## src/lmbs_pkg.sv

```systemverilog
package lmbs_pkg;

	// Frame geometry. The frame is always sixteen rows of two bytes.
	localparam int FRAME_ROWS   = 16;
	localparam int ROW_W        = $clog2(FRAME_ROWS);
	localparam int GLYPH_BYTE_W = 5;

	// Default glyph table depth per direction.
	localparam int MAX_GLYPHS_DEFAULT = 16;

	// Reset values of the registers.
	localparam logic [4:0] GLYPH_COUNT_RESET  = 5'd1;
	localparam logic [7:0] TICK_DIVIDER_RESET = 8'd5;
	localparam logic [7:0] LEFT_MASK_RESET    = 8'h80;
	localparam logic [7:0] RIGHT_MASK_RESET   = 8'h01;

	// Register indexes on the configuration port.
	localparam logic [0:0] REG_GLYPH_COUNT  = 1'b0;
	localparam logic [0:0] REG_TICK_DIVIDER = 1'b1;

	// Input opcodes.
	localparam logic OP_TICK = 1'b0;
	localparam logic OP_LOAD = 1'b1;

	// Scroll directions.
	localparam logic DIR_LEFT  = 1'b0;
	localparam logic DIR_RIGHT = 1'b1;

	// One frame row: left byte in the upper half, right byte in the lower half.
	typedef logic [15:0] frame_row_t;

	localparam frame_row_t BLANK_ROW = 16'hFFFF;

	typedef enum logic {
		ST_IDLE,
		ST_SHIFT
	} state_t;

	typedef struct packed {
		logic       opcode;
		logic       table_select;
		logic [3:0] glyph_index;
		logic [4:0] byte_index;
		logic [7:0] byte_data;
	} in_item_t;

	typedef struct packed {
		logic [3:0] row_index;
		logic [7:0] left_byte;
		logic [7:0] right_byte;
		logic       scroll_right;
		logic       last_row;
	} out_item_t;

	// Moves a row by one column and inserts the new dot at the incoming edge, or blanks it.
	// A leftward move enters at the right edge, a rightward move at the left.
	function automatic frame_row_t shift_row(frame_row_t row, logic dir, logic fill,
			logic blank);
		frame_row_t res;
		if (dir == DIR_LEFT) begin
			res = {row[14:0], fill};
		end else begin
			res = {fill, row[15:1]};
		end
		if (blank) begin
			res = BLANK_ROW;
		end
		return res;
	endfunction

endpackage

```

## src/lmbs_row_cell.sv

```systemverilog
module lmbs_row_cell
	import lmbs_pkg::*;
(
	input  logic       clk,
	input  logic       arst_n,
	input  logic       advance,
	input  frame_row_t row_in,
	output frame_row_t row
);

	frame_row_t row_q;

	// Each cell holds one frame row and takes its row_in on every advance.
	always_ff @(posedge clk or negedge arst_n) begin
		if (!arst_n) begin
			row_q <= BLANK_ROW;
		end else if (advance) begin
			row_q <= row_in;
		end
	end

	assign row = row_q;

endmodule

```

## config.mk

```make
export PLATFORM = sky130hd
export DESIGN_NAME = lmbs_row_cell
export DESIGN_NICKNAME = d
export VERILOG_FILES = /design/src/lmbs_pkg.sv /design/src/lmbs_row_cell.sv
export SDC_FILE = /design/constraint.sdc
export NUM_CORES = 1
export LEC_CHECK = 0
export BUFFER_PORTS_ARGS = -buffer_cell sky130_fd_sc_hd__buf_2
export CORE_AREA = 2 2 42 44
export CTS_CLUSTER_DIAMETER = 40
export DETAILED_ROUTE_END_ITERATION = 10
export DIE_AREA = 0 0 44 46
export PLACE_DENSITY_LB_ADDON = 0.05
export SYNTH_ARGS = -nofsm -noshare
export SYNTH_HDL_FRONTEND = slang
export SYNTH_SLANG_ARGS = --single-unit
export TNS_END_PERCENT = 100
```

## constraint.sdc

```tcl
create_clock -name clk -period 1.37 [get_ports clk]
set_input_delay 0.0685 -clock clk [delete_from_list [all_inputs] [get_ports clk]]
set_output_delay 0.0685 -clock clk [all_outputs]
set_load 0.05 [all_outputs]
```

### Yosys cells after proc, flatten, opt, wreduce, memory -nomap -nowiden

Cells that the tools add are included.

| word-level totals | value |
|---|---|
| register bits | 16 |
| input bits | 19 |
| output and inout bits | 16 |
| logic and storage cells | 1 |

### Depth between registers and ports, before layout

Gate-level depths: netlist (run 1).

| logic depth | value |
|---|---|
| depth after elaboration | 0 |
| depth in mapped cells | 3 |
| gate-level depth less buffers | 1 |

### Worst setup path after synthesis (run 1)

Ideal clock, no wire load.

| timing path | value |
|---|---|
| kind | register to register |
| start point | register, netlist name row[0] |
| end point | register row_q[0], in the netlist row[0] |
| library setup time | 0.060 ns |
| arrival | 0.860 ns |
| required time | 1.310 ns |
| slack | 0.449 ns |
| stages on the path, launching flop included | 2 |
| path buffers | 0 |
| period minus slack after synthesis | 0.921 ns |
| cells stage by stage | dfstp_2 > mux2_2 |

RTL lines:

| item | RTL line | source |
|---|---|---|
| end signal: assignment | lmbs_row_cell.sv:18 | `row_q <= row_in;` |
| end: declaration | lmbs_row_cell.sv:11 | `frame_row_t row_q;` |

### Worst setup path in the final report (run 1)

| timing path | value |
|---|---|
| start point | register row_q[0], in the netlist row[0] |
| end point | output port row[0] |

RTL lines:

| item | RTL line | source |
|---|---|---|
| end: declaration | lmbs_row_cell.sv:8 | `output frame_row_t row` |

No word-level cell between the ends.

==> metrics.cfg, run 1 <==
[sta]
holdWs_ns=0.01489
fin_skew_ns=0
grt_setup_unrepaired=no
final_hold_viol_count=0
worstMarginPinSlew_ns=0.4498
setup_viol=0
finalMaxSlewViolations=0
relSlewSlack_pct=70.01
setup_ws_ns=0.2313
fin_crit_ns=1.139
fin_crit_sh_pct=83.12
tns_ns=0
fmax_ghz=0.8782

[floorplan]
rows=15
ioPinCount=35
die-area_mm2=0.002024
core_mm2=0.001614
die-width_um=44
initial_utilization_pct=41.47
fp.dieH_um=46

[grt]
grt.met3_usage_pct=5.159
gr-total-overflow=0
grt_pass1_vias=422
met1_usage_pct=15.75
grt.busiest_layer=met2
gr-usage-met2_pct=21.76
antenna_found_initial=0
grt.total_usage_pct=13.34
grt_max_degree=17
grt_pass1_wl_um=1849

[layout]
ff_latch_area_um2=420.4
final_core_util_pct=54.26
n_antenna_cell=0
multi_input_area_um2=217.7
finalNetCount=91
n_fill_cell=140
drive_gt1_share_pct=98.59
area_growth_pct=30.84
largest_register_ff_count=16

[logic_synthesis]
synth_area_leader_cell=dfstp_2
synth_top_area_share_pct=62.80
synth_area_per_cell_um2=19.69
ys_seq_elements=16
synthTopCellsByArea=dfstp_2 (63%), mux2_4 (22%), mux2_2 (10%), buf_12 (3.0%), buf_6 (1.7%)
mappedNetlistArea_um2=669.4
ys_seq_area_share_pct=62.80
synth.distinct_cells=5
yosys_warnings=0
syn-num-nets=53
postSynthCellCount=34

[route]
firstDrtPassIters=1
post-route-drc-count=0
drt-total-wl_um=1159
num_vias=403
drt_iter0_drc=0
avgRoutedWirePerCell_um=13.17
ant_nets=0
vias_per_cell=4.580

[cts]
cts.clk_slew.worst_paths_ns=0.09
clk_latency_ns=0.28
cts_max_path_buffers=2
numCtsBuffers=3
cts_sinks=16
root_buffer=clkbuf_4
cts_tree=built
htree_levels=1
post_cts.repair.setup_buffers=0

[pwr]
swShare_pct=31.85
p_switching_mw=0.3869
power_frac_seq_pct=47.5
p_int_mw=0.8277
power_mw=1.215
combPwrFrac_pct=28.0
leakage_nw=0.4333
power_frac_clock_pct=24.5
power_density_mw_per_mm2=1387
peakVddDrop_mv=0.8495

[placement]
post-place-ws_ns=0.4377
place_congestion=0.6418
io_buffers=34

[worst_setup_path]
max_stage_delay_ns=0.54
cp_top_family=flip-flops
end_kind=output pin
cp.required_ns=1.30
path_class=reg -> out
start_kind=flop
arrival_ns=1.07
worstPathMaxFanout=2
worst-path-buf-inv=1
cp_cell_sequence=buf_2
slowest_stage=dfstp_2

[outcome]
status=finished, final reports clean

[flow_run]
max_cap_viol_count=0

[worst_hold_path]
hold_path.class=in -> reg

[path summary, 6_finish.rpt]
path | start | to | slack (ns) | cells after the start
max | row[0]$_DFFE_PN1P_ | row[0] | 0.23 | 1
max reg2reg | row[13]$_DFFE_PN1P_ | row[13]$_DFFE_PN1P_ | 0.64 | 1
min in group asynchronous | arst_n | row[8]$_DFFE_PN1P_ | 0.49 | 2
min reg2reg | row[2]$_DFFE_PN1P_ | row[2]$_DFFE_PN1P_ | 0.62 | 1
min | row_in[14] | row[14]$_DFFE_PN1P_ | 0.01 | 2
max in group asynchronous | arst_n | row[4]$_DFFE_PN1P_ | 0.85 | 2
[cells in the final DEF (no fill, tap or decap)]
master / synthesis / layout
dlygate4sd3_1: 0 / 1
clkbuf_4: 0 / 3
mux2_4: 10 / 10
buf_2: 0 / 34
mux2_2: 6 / 6
clkbuf_8: 0 / 1
dfstp_2: 16 / 16
[power by group through the flow]
| stage | sequential, mW | clock [mW] | combinational [mW] |
|---|---|---|---|
| floorplan | 0.765 | 0 | 0.0867 |
| global placement | 0.585 | 0 | 0.339 |
| detailed placement | 0.585 | 0 | 0.341 |
| CTS | 0.578 | 0.319 | 0.344 |
| global route | 0.584 | 0.339 | 0.359 |
| finish | 0.576 | 0.298 | 0.340 |
[metal layers]
metal | vias up | wire [µm]
met1 | 194 | 458
met5 | - | 0
met4 | 0 | 0
met3 | 0 | 80
met2 | 17 | 620
li1 | 192 | -
[cell usage after synthesis]
library cell	instances
buf_12	1
buf_6	1
dfstp_2	16
mux2_2	6
mux2_4	10
[per-stage QoR]
| step | cell area [µm²] | instances |
|---|---|---|
| finish | 875.8 | 88 |
| global route | 875.8 | 88 |
| CTS | 875.8 | 88 |
| detailed placement | 829.5 | 83 |
| global placement | 829.5 | 83 |
| floorplan | 669.4 | 34 |
[area by class of cell]
| cell class | instances | share of cell area, % |
|---|---|---|
| clock buffers | 4 | 4.143 |
| multi-input cells | 16 | 24.86 |
| flip-flops and latches | 16 | 48.00 |
| well taps | 17 | 2.429 |
| repair buffers | 35 | 20.57 |
[logic make-up (layout without fill, tap and decap cells)]
logic type | after synthesis | in the layout | share of synthesized area [%]
buf+inv | 2 | 39 | 4.673
flops | 16 | 16 | 62.80
mux | 16 | 16 | 32.52
[repair_timing]
action                    in CTS  in global routing
gates resized for setup        0                  0
hold endpoints to repair      16                  0
hold buffers                   1                  0
Power figures use the tool's default switching activity.
==> run 2: changes to the inputs <==
--- a/config.mk
+++ b/config.mk
@@ -6,10 +6,10 @@
 export NUM_CORES = 1
 export LEC_CHECK = 0
 export BUFFER_PORTS_ARGS = -buffer_cell sky130_fd_sc_hd__buf_2
-export CORE_AREA = 2 2 42 44
+export CORE_AREA = 2 2 45 47
 export CTS_CLUSTER_DIAMETER = 40
 export DETAILED_ROUTE_END_ITERATION = 10
-export DIE_AREA = 0 0 44 46
+export DIE_AREA = 0 0 47 49
 export PLACE_DENSITY_LB_ADDON = 0.05
 export SYNTH_ARGS = -nofsm -noshare
 export SYNTH_HDL_FRONTEND = slang
==> constraint.sdc (replaced) <==
create_clock -name clk -period 1 [get_ports clk]
set_input_delay 0.05 -clock clk [delete_from_list [all_inputs] [get_ports clk]]
set_output_delay 0.05 -clock clk [all_outputs]
set_load 0.05 [all_outputs]
==> run 2 against run 1 <==
Compared with the run above: the flow now finishes with violations (negative setup slack); combinational power up 87%; design area up 32%; clock power up 34%; worst setup slack worse by 0.25 ns; critical path type unchanged.
==> metrics.cfg, run 2 (same netlist as run 1, synthesis figures left out) <==
[grt]
gr-total-overflow=0
grt_max_degree=17
grt_pass1_wl_um=1842
grt.total_usage_pct=10.83
grt_pass1_vias=449
antenna_found_initial=0

[layout]
n_antenna_cell=0
design_area_mm2=0.001159
layout_common_cells=buf_2 (18), buf_8 (16), dfstp_2 (16)
final_core_util_pct=62.91
layout_commonest_cell=buf_2
n_fill_cell=158
finalNetCount=101
multi_input_area_um2=217.7
area_growth_pct=73.08
ff_latch_area_um2=420.4
drive_gt1_share_pct=87.65
largest_register_ff_count=16

[worst_setup_path]
slowest_stage=dfstp_2
path_class=reg -> out
rr_endpoint=row[13]$_DFFE_PN1P_
cp.required_ns=0.95
cp_cell_sequence=buf_8
end_kind=output pin
cp_top_family=flip-flops
worst-path-buf-inv=1
r2r_start=row[13]$_DFFE_PN1P_
arrival_ns=0.97
start_kind=flop
ff2ff_path_depth=1
r2r_slack_ns=0.25
worstPathMaxFanout=2
max_stage_delay_ns=0.56

[sta]
holdWs_ns=0.01287
worstMarginPinSlew_ns=0.3375
fin_skew_ns=0
setup_ws_ns=-0.02175
fin_crit_sh_pct=102.2
setup_viol=16
grt_setup_unrepaired=yes
tns_ns=-0.2580
relSlewSlack_pct=77.50
finalMaxSlewViolations=0
final_hold_viol_count=0
fmax_ghz=0.9787
fin_crit_ns=1.022

[cts]
cts.clk_slew.worst_paths_ns=0.09
numCtsBuffers=3
root_buffer=clkbuf_4
clk_latency_ns=0.26
cts_sinks=16
htree_levels=1
cts_tree=built
post_cts.repair.setup_buffers=0
cts_max_path_buffers=2

[route]
drt-total-wl_um=1289
avgRoutedWirePerCell_um=11.94
vias_per_cell=4.269
num_vias=461
ant_nets=0
firstDrtPassIters=1
post-route-drc-count=0
drt_iter0_drc=0

[placement]
hpwl_um=878.7
place_congestion=0.6358
place_area_um2=862.1
io_buffers=34

[pwr]
peakVddDrop_mv=0.8923
power_mw=1.857
power_density_mw_per_mm2=1603
leakage_nw=0.5356

[floorplan]
fp.dieH_um=49
initial_utilization_pct=36.35
ioPinCount=35
die-area_mm2=0.002303
rows=16
core_mm2=0.001842
die-width_um=47

[worst_hold_path]
hold_depth=2
holdCritStartpoint=row_in[5]
hold_path.class=in -> reg
hold_end=row[5]$_DFFE_PN1P_

[outcome]
violations=negative setup slack
status=complete, but fails checks

[flow_run]
max_cap_viol_count=0

==> run 2: repair_timing <==
| action | 4_1_cts | 5_1_grt |
|---|---|---|
| setup endpoints to repair | 16 | 16 |
| hold endpoints to repair | 21 | 4 |
| resized for setup | 48 | 0 |
| hold buffers | 6 | 4 |
==> run 2: how the worst max path moves through the flow <==
stage                   startpoint                 end  slack [ns]  cells past startpoint
2_1_floorplan   row[0]$_DFFE_PN1P_  row[0]$_DFFE_PN1P_        0.08                      1
3_3_place_gp    row[8]$_DFFE_PN1P_              row[8]        0.18                      1
3_5_place_dp    row[2]$_DFFE_PN1P_              row[2]        0.18                      1
4_1_cts         row[2]$_DFFE_PN1P_              row[2]       -0.04                      1
5_1_grt        row[15]$_DFFE_PN1P_             row[15]       -0.06                      1
6_report       row[13]$_DFFE_PN1P_             row[13]       -0.02                      1
==> run 2: where the power goes <==
part,switching (mW),leakage (nW),internal (mW),total [mW]
combinational,0.323,0.346,0.314,0.637
clock,0.178,0.0210,0.221,0.399
sequential,0.0575,0.168,0.764,0.821
total,0.558,0.536,1.30,1.86
==> run 2: cell type report <==
class / instances / area share (%)
tap: 27 / 2.916
clock buffer: 4 / 3.132
timing repair buffer: 45 / 38.88
multi-input combinational: 16 / 18.79
sequential: 16 / 36.29
==> run 2: metal layers <==
metal	track usage, %	up-vias	share of wire [%]
met5	0	-	0
met3	3.333	0	5.4
li1	-	211	-
met2	18.49	21	54
met1	14.15	229	41
met4	0	0	0
==> run 2: metrics by stage <==
stage                     cells  setup slack [ns]
after CTS                   104          -0.04347
after global routing        108          -0.06340
after floorplan              34           0.07940
after detailed placement     94            0.1836
final                       108          -0.02175
after global placement       94            0.1820
